[config.mk]
export PLATFORM = sky130hd
export DESIGN_NAME = ir_sensor_filter_normalizer
export DESIGN_NICKNAME = d
export VERILOG_FILES = /design/src/sv/irsf_pkg.sv /design/src/sv/ir_sensor_filter_normalizer.sv
export SDC_FILE = /design/constraint.sdc
export NUM_CORES = 2
export LEC_CHECK = 0
export BUFFER_PORTS_ARGS = -buffer_cell sky130_fd_sc_hd__buf_2
export CAP_MARGIN = 25
export CORE_MARGIN = 2
export CORE_UTILIZATION = 57
export DETAILED_ROUTE_END_ITERATION = 10
export PLACE_DENSITY = 0.76
export SLEW_MARGIN = 20
export SYNTH_ARGS = -nofsm -noshare
export SYNTH_HDL_FRONTEND = slang
export SYNTH_SLANG_ARGS = --single-unit
[constraint.sdc]
create_clock -name clk -period 8.2 [get_ports clk]
set_input_delay 1.23 -clock clk [delete_from_list [all_inputs] [get_ports clk]]
set_output_delay 1.23 -clock clk [all_outputs]
set_load 0.05 [all_outputs]
[src/sv/irsf_pkg.sv]
// Shared constants for the IR sensor filter and normalizer.
// Command codes, field widths and parameter defaults; no dependencies.
`default_nettype none

package irsf_pkg;

	// commands carried in s_tuser
	localparam logic [1:0] CMD_SAMPLE = 2'd0;
	localparam logic [1:0] CMD_PRIME  = 2'd1;
	localparam logic [1:0] CMD_RECAL  = 2'd2;

	// parameter defaults
	localparam int CHANNELS_DEF    = 6;
	localparam int WINDOW_DEF      = 8;
	localparam int SAMPLE_BITS_DEF = 10;

	// field widths
	localparam int CMD_W       = 2;
	localparam int CH_W        = 3;
	localparam int SMP_W       = 10;
	localparam int LVL_W       = 10;
	localparam int LED_W       = 6;
	localparam int IN_TDATA_W  = 16;
	localparam int OUT_TDATA_W = 56;
	localparam int OUT_PAD_W   = OUT_TDATA_W - (CH_W + 4 * LVL_W + LED_W);

	// normalization full scale and threshold reset value
	localparam int NORM_BITS = 10;
	localparam int NORM_FULL = 1000;
	localparam logic [LVL_W-1:0] THR_RESET = 10'd800;

endpackage

`default_nettype wire

[src/sv/ir_sensor_filter_normalizer.sv]
// IR sensor moving-average filter with min/max normalization.
// Depends on irsf_pkg (command codes, widths, defaults).
//
// Input stream s_*: one request per item. s_tuser = command, s_tdata = channel, sample.
// Output stream m_*: exactly one result per request, held in an output register.
// Config: cfg_we/cfg_wdata write the LED threshold (reset 800); write only when idle.
//
// The per-channel sample windows live in one synchronous RAM (CHANNELS*WINDOW entries,
// registered read). A sample reads the oldest entry, updates the running sum and writes
// the new sample back to the same entry; only one item is in flight.
// Steps from the accepting edge to the edge that loads the result:
//   sample: RAM read, sum update, reciprocal multiply of the average when the window is
//           not a power of two, min/max update, then the restoring divider for the norm,
//           skipped when min equals max.
//   prime: RAM row fill, one entry a cycle.
//   recalibrate, undefined command, channel out of range: straight to the result.
// s_tready is high only in idle, which the sequencer enters when the result is loaded.
// Reset: a clearing pass writes zero to every RAM entry; s_tready stays low during it.
// If m_tready is low, a finished result waits in the output register and the next
// result is held until it is free.
`default_nettype none

module ir_sensor_filter_normalizer #(
	parameter int CHANNELS    = irsf_pkg::CHANNELS_DEF,
	parameter int WINDOW      = irsf_pkg::WINDOW_DEF,
	parameter int SAMPLE_BITS = irsf_pkg::SAMPLE_BITS_DEF
) (
	input  wire logic                              clk,
	input  wire logic                              arst_n,
	input  wire logic                              cfg_we,
	input  wire logic [irsf_pkg::LVL_W-1:0]        cfg_wdata,
	input  wire logic                              s_tvalid,
	output logic                                   s_tready,
	// [2:0] channel, [12:3] sample
	input  wire logic [irsf_pkg::IN_TDATA_W-1:0]   s_tdata,
	// [1:0] command
	input  wire logic [irsf_pkg::CMD_W-1:0]        s_tuser,
	output logic                                   m_tvalid,
	input  wire logic                              m_tready,
	// [2:0] channel_out, [12:3] filtered, [22:13] min_level, [32:23] max_level,
	// [42:33] norm, [48:43] led_mask
	output logic [irsf_pkg::OUT_TDATA_W-1:0]       m_tdata
);

	localparam int SB       = SAMPLE_BITS;
	localparam int NB       = irsf_pkg::NORM_BITS;
	localparam int PW       = $clog2(WINDOW);
	localparam int SUMW     = SB + PW;
	localparam int CW       = (CHANNELS > 1) ? $clog2(CHANNELS) : 1;
	localparam int DEPTH    = CHANNELS * WINDOW;
	localparam int AW       = (DEPTH > 1) ? $clog2(DEPTH) : 1;
	localparam int QW       = (SB > NB) ? SB : NB;
	localparam int WB       = $clog2(WINDOW + 1);
	localparam int DVW      = (SB > WB) ? SB : WB;
	localparam int NW       = DVW + QW;
	localparam int DCW      = $clog2(QW + 1);
	localparam int PRODW    = SB + NB;
	localparam bit WIN_POW2 = ((WINDOW & (WINDOW - 1)) == 0);
	// average by reciprocal multiply when the window is not a power of two
	localparam int AVG_SH   = SUMW + PW;
	localparam int APW      = 2 * SUMW + 1;
	localparam logic [APW-1:0] AVG_RCP =
		APW'(((64'd1 << AVG_SH) + 64'(WINDOW) - 64'd1) / 64'(WINDOW));

	localparam logic [3:0] ST_CLEAR  = 4'd0;
	localparam logic [3:0] ST_IDLE   = 4'd1;
	localparam logic [3:0] ST_PRIME  = 4'd2;
	localparam logic [3:0] ST_READ   = 4'd3;
	localparam logic [3:0] ST_UPDATE = 4'd4;
	localparam logic [3:0] ST_DIVF   = 4'd5;
	localparam logic [3:0] ST_LEVEL  = 4'd6;
	localparam logic [3:0] ST_NORM   = 4'd7;
	localparam logic [3:0] ST_DIVN   = 4'd8;
	localparam logic [3:0] ST_DONE   = 4'd9;

	// window RAM
	logic [SB-1:0]   win_mem [DEPTH];
	logic [SB-1:0]   mem_rdata_q;
	logic            mem_we;
	logic [AW-1:0]   mem_waddr;
	logic [AW-1:0]   mem_raddr;
	logic [SB-1:0]   mem_wdata;

	// per-channel state
	logic [SUMW-1:0] sum_q  [CHANNELS];
	logic [PW-1:0]   pos_q  [CHANNELS];
	logic [SB-1:0]   filt_q [CHANNELS];
	logic [SB-1:0]   min_q  [CHANNELS];
	logic [SB-1:0]   max_q  [CHANNELS];
	logic [CHANNELS-1:0] led_q;
	logic [irsf_pkg::LVL_W-1:0] thr_q;

	// sequencer
	logic [3:0]      state_q;
	logic [AW-1:0]   clr_cnt_q;
	logic [PW-1:0]   prime_cnt_q;
	logic [1:0]      cmd_q;
	logic [irsf_pkg::CH_W-1:0] ch_q;
	logic [SB-1:0]   v_q;
	logic [SB-1:0]   f_q;
	logic [PRODW-1:0] prod_q;
	logic [SB-1:0]   span_q;
	logic [NB-1:0]   norm_q;

	// restoring divider for the normalization
	logic [DVW-1:0]  div_rem_q;
	logic [QW-1:0]   div_low_q;
	logic [QW-1:0]   div_quo_q;
	logic [DVW-1:0]  div_den_q;
	logic [DCW-1:0]  div_cnt_q;
	logic [DVW:0]    div_shift;
	logic [DVW:0]    div_diff;
	logic            div_ge;

	logic [irsf_pkg::OUT_TDATA_W-1:0] m_tdata_q;
	logic            m_tvalid_q;

	logic [irsf_pkg::CH_W-1:0] in_ch;
	logic [CW-1:0]   in_chi;
	logic            in_ok;
	logic [SB-1:0]   in_v;
	logic [CW-1:0]   chi;
	logic            ch_ok;
	logic [AW-1:0]   row_base;
	logic [PW-1:0]   pos_cur;
	logic [SUMW-1:0] new_sum;
	logic [APW-1:0]  avg_prod;
	logic [SB-1:0]   lvl_lo;
	logic [SB-1:0]   lvl_hi;
	logic [CHANNELS-1:0] led_next;
	logic [NW-1:0]   div_n_num;

	assign in_ch  = s_tdata[irsf_pkg::CH_W-1:0];
	assign in_chi = CW'(in_ch);
	assign in_ok  = (32'(in_ch) < CHANNELS);
	assign in_v   = SB'(s_tdata[irsf_pkg::CH_W +: irsf_pkg::SMP_W]);

	assign chi      = CW'(ch_q);
	assign ch_ok    = (32'(ch_q) < CHANNELS);
	assign row_base = AW'(32'(chi) * WINDOW);
	assign pos_cur  = ch_ok ? pos_q[chi] : '0;

	assign s_tready = (state_q == ST_IDLE);
	assign m_tvalid = m_tvalid_q;
	assign m_tdata  = m_tdata_q;

	always_comb begin
		mem_raddr = row_base + AW'(pos_cur);
		mem_we    = 1'b0;
		mem_waddr = mem_raddr;
		mem_wdata = v_q;
		case (state_q)
			ST_CLEAR: begin
				mem_we    = 1'b1;
				mem_waddr = clr_cnt_q;
				mem_wdata = '0;
			end
			ST_PRIME: begin
				mem_we    = 1'b1;
				mem_waddr = row_base + AW'(prime_cnt_q);
			end
			ST_UPDATE: begin
				mem_we = ch_ok;
			end
			default: begin
				mem_we = 1'b0;
			end
		endcase
	end

	always_ff @(posedge clk) begin
		if (mem_we) begin
			win_mem[mem_waddr] <= mem_wdata;
		end
		mem_rdata_q <= win_mem[mem_raddr];
	end

	always_comb begin
		new_sum  = '0;
		avg_prod = '0;
		lvl_lo   = f_q;
		lvl_hi   = f_q;
		if (ch_ok) begin
			new_sum  = sum_q[chi] - SUMW'(mem_rdata_q) + SUMW'(v_q);
			avg_prod = APW'(sum_q[chi]) * AVG_RCP;
			lvl_lo   = (f_q < min_q[chi]) ? f_q : min_q[chi];
			lvl_hi   = (f_q > max_q[chi]) ? f_q : max_q[chi];
		end
	end

	assign div_n_num = NW'(prod_q);
	assign div_shift = {div_rem_q, div_low_q[QW-1]};
	assign div_diff  = div_shift - {1'b0, div_den_q};
	assign div_ge    = (div_shift >= {1'b0, div_den_q});

	always_comb begin
		led_next = led_q;
		if (cmd_q == irsf_pkg::CMD_RECAL) begin
			led_next = {CHANNELS{thr_q == '0}};
		end else if (ch_ok && (cmd_q == irsf_pkg::CMD_SAMPLE ||
				cmd_q == irsf_pkg::CMD_PRIME)) begin
			led_next[chi] = (norm_q >= thr_q);
		end
	end

	always_ff @(posedge clk or negedge arst_n) begin
		if (!arst_n) begin
			state_q     <= ST_CLEAR;
			clr_cnt_q   <= '0;
			prime_cnt_q <= '0;
			div_cnt_q   <= '0;
			m_tvalid_q  <= 1'b0;
			led_q       <= '0;
			thr_q       <= irsf_pkg::THR_RESET;
			for (int i = 0; i < CHANNELS; i++) begin
				sum_q[i]  <= '0;
				pos_q[i]  <= '0;
				filt_q[i] <= '0;
				min_q[i]  <= '0;
				max_q[i]  <= '0;
			end
		end else begin
			if (cfg_we) begin
				thr_q <= cfg_wdata;
			end
			if (m_tready) begin
				m_tvalid_q <= 1'b0;
			end
			if (div_cnt_q != '0) begin
				div_rem_q <= div_ge ? div_diff[DVW-1:0] : div_shift[DVW-1:0];
				div_low_q <= {div_low_q[QW-2:0], 1'b0};
				div_quo_q <= {div_quo_q[QW-2:0], div_ge};
				div_cnt_q <= div_cnt_q - 1'b1;
			end
			case (state_q)
				ST_CLEAR: begin
					clr_cnt_q <= clr_cnt_q + 1'b1;
					if (clr_cnt_q == AW'(DEPTH - 1)) begin
						state_q <= ST_IDLE;
					end
				end
				ST_IDLE: begin
					if (s_tvalid) begin
						cmd_q  <= s_tuser;
						ch_q   <= in_ch;
						v_q    <= in_v;
						norm_q <= '0;
						if (s_tuser == irsf_pkg::CMD_RECAL) begin
							for (int i = 0; i < CHANNELS; i++) begin
								min_q[i] <= filt_q[i];
								max_q[i] <= filt_q[i];
							end
							state_q <= ST_DONE;
						end else if (in_ok && s_tuser == irsf_pkg::CMD_PRIME) begin
							sum_q[in_chi]  <= SUMW'(in_v) * SUMW'(WINDOW);
							pos_q[in_chi]  <= '0;
							filt_q[in_chi] <= in_v;
							min_q[in_chi]  <= in_v;
							max_q[in_chi]  <= in_v;
							prime_cnt_q    <= '0;
							state_q        <= ST_PRIME;
						end else if (in_ok && s_tuser == irsf_pkg::CMD_SAMPLE) begin
							state_q <= ST_READ;
						end else begin
							state_q <= ST_DONE;
						end
					end
				end
				ST_PRIME: begin
					prime_cnt_q <= prime_cnt_q + 1'b1;
					if (prime_cnt_q == PW'(WINDOW - 1)) begin
						state_q <= ST_DONE;
					end
				end
				ST_READ: begin
					state_q <= ST_UPDATE;
				end
				ST_UPDATE: begin
					sum_q[chi] <= new_sum;
					pos_q[chi] <= (pos_cur == PW'(WINDOW - 1)) ? '0 : pos_cur + 1'b1;
					if (WIN_POW2) begin
						f_q     <= new_sum[SUMW-1:PW];
						state_q <= ST_LEVEL;
					end else begin
						state_q <= ST_DIVF;
					end
				end
				ST_DIVF: begin
					f_q     <= avg_prod[AVG_SH +: SB];
					state_q <= ST_LEVEL;
				end
				ST_LEVEL: begin
					filt_q[chi] <= f_q;
					min_q[chi]  <= lvl_lo;
					max_q[chi]  <= lvl_hi;
					prod_q      <= PRODW'(f_q - lvl_lo) * PRODW'(irsf_pkg::NORM_FULL);
					span_q      <= lvl_hi - lvl_lo;
					state_q     <= ST_NORM;
				end
				ST_NORM: begin
					if (span_q == '0) begin
						state_q <= ST_DONE;
					end else begin
						div_rem_q <= div_n_num[NW-1:QW];
						div_low_q <= div_n_num[QW-1:0];
						div_den_q <= DVW'(span_q);
						div_cnt_q <= DCW'(QW);
						state_q   <= ST_DIVN;
					end
				end
				ST_DIVN: begin
					if (div_cnt_q == '0) begin
						norm_q  <= div_quo_q[NB-1:0];
						state_q <= ST_DONE;
					end
				end
				ST_DONE: begin
					if (!m_tvalid_q || m_tready) begin
						led_q      <= led_next;
						m_tvalid_q <= 1'b1;
						if (ch_ok) begin
							m_tdata_q <= {{irsf_pkg::OUT_PAD_W{1'b0}},
								irsf_pkg::LED_W'(led_next),
								irsf_pkg::LVL_W'(norm_q),
								irsf_pkg::LVL_W'(max_q[chi]),
								irsf_pkg::LVL_W'(min_q[chi]),
								irsf_pkg::LVL_W'(filt_q[chi]),
								ch_q};
						end else begin
							m_tdata_q <= {{irsf_pkg::OUT_PAD_W{1'b0}},
								irsf_pkg::LED_W'(led_next),
								{(4 * irsf_pkg::LVL_W){1'b0}},
								ch_q};
						end
						state_q <= ST_IDLE;
					end
				end
				default: begin
					state_q <= ST_IDLE;
				end
			endcase
		end
	end

`ifndef SYNTH
	// divider never loaded beyond its quotient width
	assert property (@(posedge clk) disable iff (!arst_n) div_cnt_q <= DCW'(QW))
		else $error("divider step count out of range");

	// a result is loaded only from the completion state
	assert property (@(posedge clk) disable iff (!arst_n)
		$rose(m_tvalid) |-> $past(state_q) == ST_DONE)
		else $error("result loaded outside completion state");

	// filtered level stays inside the tracked range
	assert property (@(posedge clk) disable iff (!arst_n)
		(state_q == ST_DONE && ch_ok) |->
		(min_q[chi] <= filt_q[chi] && filt_q[chi] <= max_q[chi]))
		else $error("filtered level outside min/max");

	// normalized level never exceeds full scale
	assert property (@(posedge clk) disable iff (!arst_n)
		m_tvalid |-> m_tdata[42:33] <= irsf_pkg::LVL_W'(irsf_pkg::NORM_FULL))
		else $error("norm above full scale");

	// no request taken while the window RAM is being cleared
	assert property (@(posedge clk) disable iff (!arst_n)
		(state_q == ST_CLEAR) |-> (!s_tready && !m_tvalid))
		else $error("activity during clearing pass");
`endif

endmodule

`default_nettype wire

==> out/metrics.csv <==
metric,value,unit
peakVddDrop,0.3591,mV
avgViaCountPerCell,6.572,
p_int,8.921,mW
yosys.area_share.simple,8.652,%
netlist_area,0.04590,sq mm
swShare,27.31,%
ys_ff_latch,951,
tns,0,ns
seq_area_frac_synth,58.63,%
area_growth,13.40,%
seqPwrFrac,43.5,%
syn_avg_cell_area,11.88,sq um
r2r-start,ch_q[2],
grt_use_total,30.90,%
rows,104,
yosys_most_used_dff,edfxtp_1,
synth_cells,3863,
rsz0062_at_grt,yes,
clkLatencyLatePin,0.72,ns
period_share,98.72,%
powerDensity,235.8,mW/mm^2
status,"finished, violations left",
cts-root-buf,clkbuf_16,
clk_path_buf_depth,3,
worstHoldStart,div_quo_q[8],
worstPathMaxFanout,8,
wl_per_cell,25.41,um
cts.sinks,951,
yosys.area_share.adder,4.994,%
via_count,33420,
h-tree-depth,3,
dieArea,0.08281,sq mm
tritoncts,done,
slew_headroom,29.77,%
ys_top_cells_by_area,"edfxtp_1 (41%), dfrtp_1 (17%), a21oi_1 (4.0%), mux2i_1 (3.2%), ha_1 (2.9%)",
holdWs,0.4428,ns
drt_iter0_drc,4884,
slowest_stage,edfxtp_1,
worst-slew-pin-transition,1.050,ns
crit_type,register to register,
die_w,287.8,um
crit_path_end_kind,register,
synth-xor-area-share,1.235,%
numCtsBuffers,96,
worst_hold_path_type,register to register,
antenna_found_initial,4,
totalWireLength,129200,um
final_cell_mix,"edfxtp_1 (631), a21oi_1 (346), nand2_1 (314)",
die_h,287.8,um
failed_checks,design-rule violations,
io_pins,91,
p_leak,19.49,nW
overflow,0,
period_minus_slack,8.095,ns
cp.required,8.62,ns
final_hold_viol_count,0,
finalMaxSlewViolations,0,
globalplace.congestion,0.9684,
synth_edf_count,631,
utilization,64.94,%
synth_top_area_share,41.28,%
finalPower,12.27,mW
slowest_delay,0.52,ns
synth_top_area_cell,edfxtp_1,
final_layout_size_suffix_gt1_share,15.64,%
ys_warn_count,0,
drc_errors,3,
critPathArrivalTime,8.52,ns
mostFrequentLayoutCell,edfxtp_1,
p_clk_share,35.9,%
dr.pass1.iters,11,
ys_types,85,
initial_core_util,57.26,%
nets,4126,
grt_pass1_wl,194400,um
synthArstFlopShare,32.60,%
clock.fmax,0.1235,GHz
final-setup-viol-count,0,
crit_path_start,ch_q[2],
core_area,0.08016,sq mm
synth_top_family_by_area,compound AO/OA/AOI/OAI gates,
grt_max_degree,157,
p_sw,3.351,mW
io_buffers,80,
maxCapViolations,0,
place_hpwl,79920,um
synth_mux_area_share,5.662,%
ant_nets,0,
grt_pass1_vias,32050,
power_frac_comb,20.6,%
start_kind,register,
skew,0.07088,ns
cts.clk_slew.worst_paths,0.06,ns
synth-compound-area-share,16.70,%
-- cells by family (layout without fill, tap and decap cells) --
logic type,count (synthesis),count (layout)
other cells,1,9
mux,206,206
buf+inv,468,622
xor+xnor,63,63
fa+ha+maj,156,156
simple gates,896,896
compound gates,1122,1122
flops,951,951
-- power groups by stage --
| stage | Clock, mW | Sequential (mW) | Combinational (mW) |
|---|---|---|---|
| 6_report | 4.41 | 5.34 | 2.53 |
| 5_1_grt | 4.61 | 5.34 | 2.79 |
| 4_1_cts | 4.42 | 5.34 | 2.21 |
| 3_5_place_dp | 0 | 5.44 | 2.19 |
| 3_3_place_gp | 0 | 5.43 | 2.12 |
| 2_1_floorplan | 0 | 5.42 | 1.69 |
-- cell usage after synthesis, types with 49 or more instances --
cell type / number
nand2_1: 317
and2_1: 83
nand3_1: 49
inv_1: 158
a32oi_1: 114
clkbuf_1: 213
a21oi_1: 363
edfxtp_1: 631
a31oi_1: 55
dfrtp_1: 307
a22oi_1: 87
mux2i_1: 148
o21ai_0: 119
nor2_1: 337
a211oi_1: 75
ha_1: 106
-- worst max-delay path: cells and delay by family, from the launching register on --
| family | cells | cell delay (ns) |
|---|---|---|
| flops | 1 | 0.52 |
| mux | 1 | 0.34 |
| xor+xnor | 3 | 0.39 |
| buf+inv | 12 | 1.43 |
| compound gates | 10 | 1.39 |
| fa+ha+maj | 7 | 2.52 |
| simple gates | 5 | 1.24 |
-- sequential cells by signal (all words and copies together), names as in the netlist, 17 cells and up --
name       cells
pos_q         18
filt_q        60
max_q         60
min_q         60
sum_q         78
win_mem      480
div_n_num     17
m_tdata       49
-- stage by stage --
step | area, sq um | setup slack, ns | std cells
floorplan | 46080 | 0.005416 | 3869
global placement | 47860 | 0.08617 | 4840
detailed placement | 47940 | -0.1189 | 4845
CTS | 51150 | -0.005415 | 5028
global route | 52040 | -0.1510 | 5083
finish | 52050 | 0.1046 | 5085
-- cell type report --
class                           count  area [sq um]
Clock inverter                     56         580.6
Fill cell                        5849         28110
Timing Repair Buffer              274          2198
Inverter                          168         640.6
Tap cell                         1060          1326
Multi-Input combinational cell   2450         17800
Clock buffer                      124          2587
Antenna cell                        2         5.005
Sequential cell                   951         26910
-- timing repair --
item                                    in CTS  in global routing
endpoints found under the setup margin       2                  3
hold buffers                                 0                  0
setup buffers                                3                 30
gates cloned                                 0                  2
resized for setup                            4                 53
pin swaps                                    7                 34
-- final timing paths --
| path | end | slack (ns) | depth (start not counted) |
|---|---|---|---|
| worst min-delay path | div_quo_q[9] | 0.44 | 0 |
| worst max register to register | div_n_num[19] | 0.10 | 38 |
| min in group asynchronous | thr_q[1] | 0.51 | 1 |
| worst max-delay path | div_n_num[19] | 0.10 | 38 |
| max in group asynchronous | sum_q[61] | 5.71 | 3 |
| worst min register to register | div_quo_q[9] | 0.44 | 0 |
-- per-layer routing --
layer	wire length, um	global-route usage, %	share of wire [%]	vias to the layer above
met3	12940	5.642	10	424
met1	49150	41.83	38	16300
met4	7117	15.17	5.5	2
met5	11	0	0.0085	-
met2	59980	48.44	46	2061
li1	-	-	-	14640
Note: power is estimated with default switching activity, not from simulation.
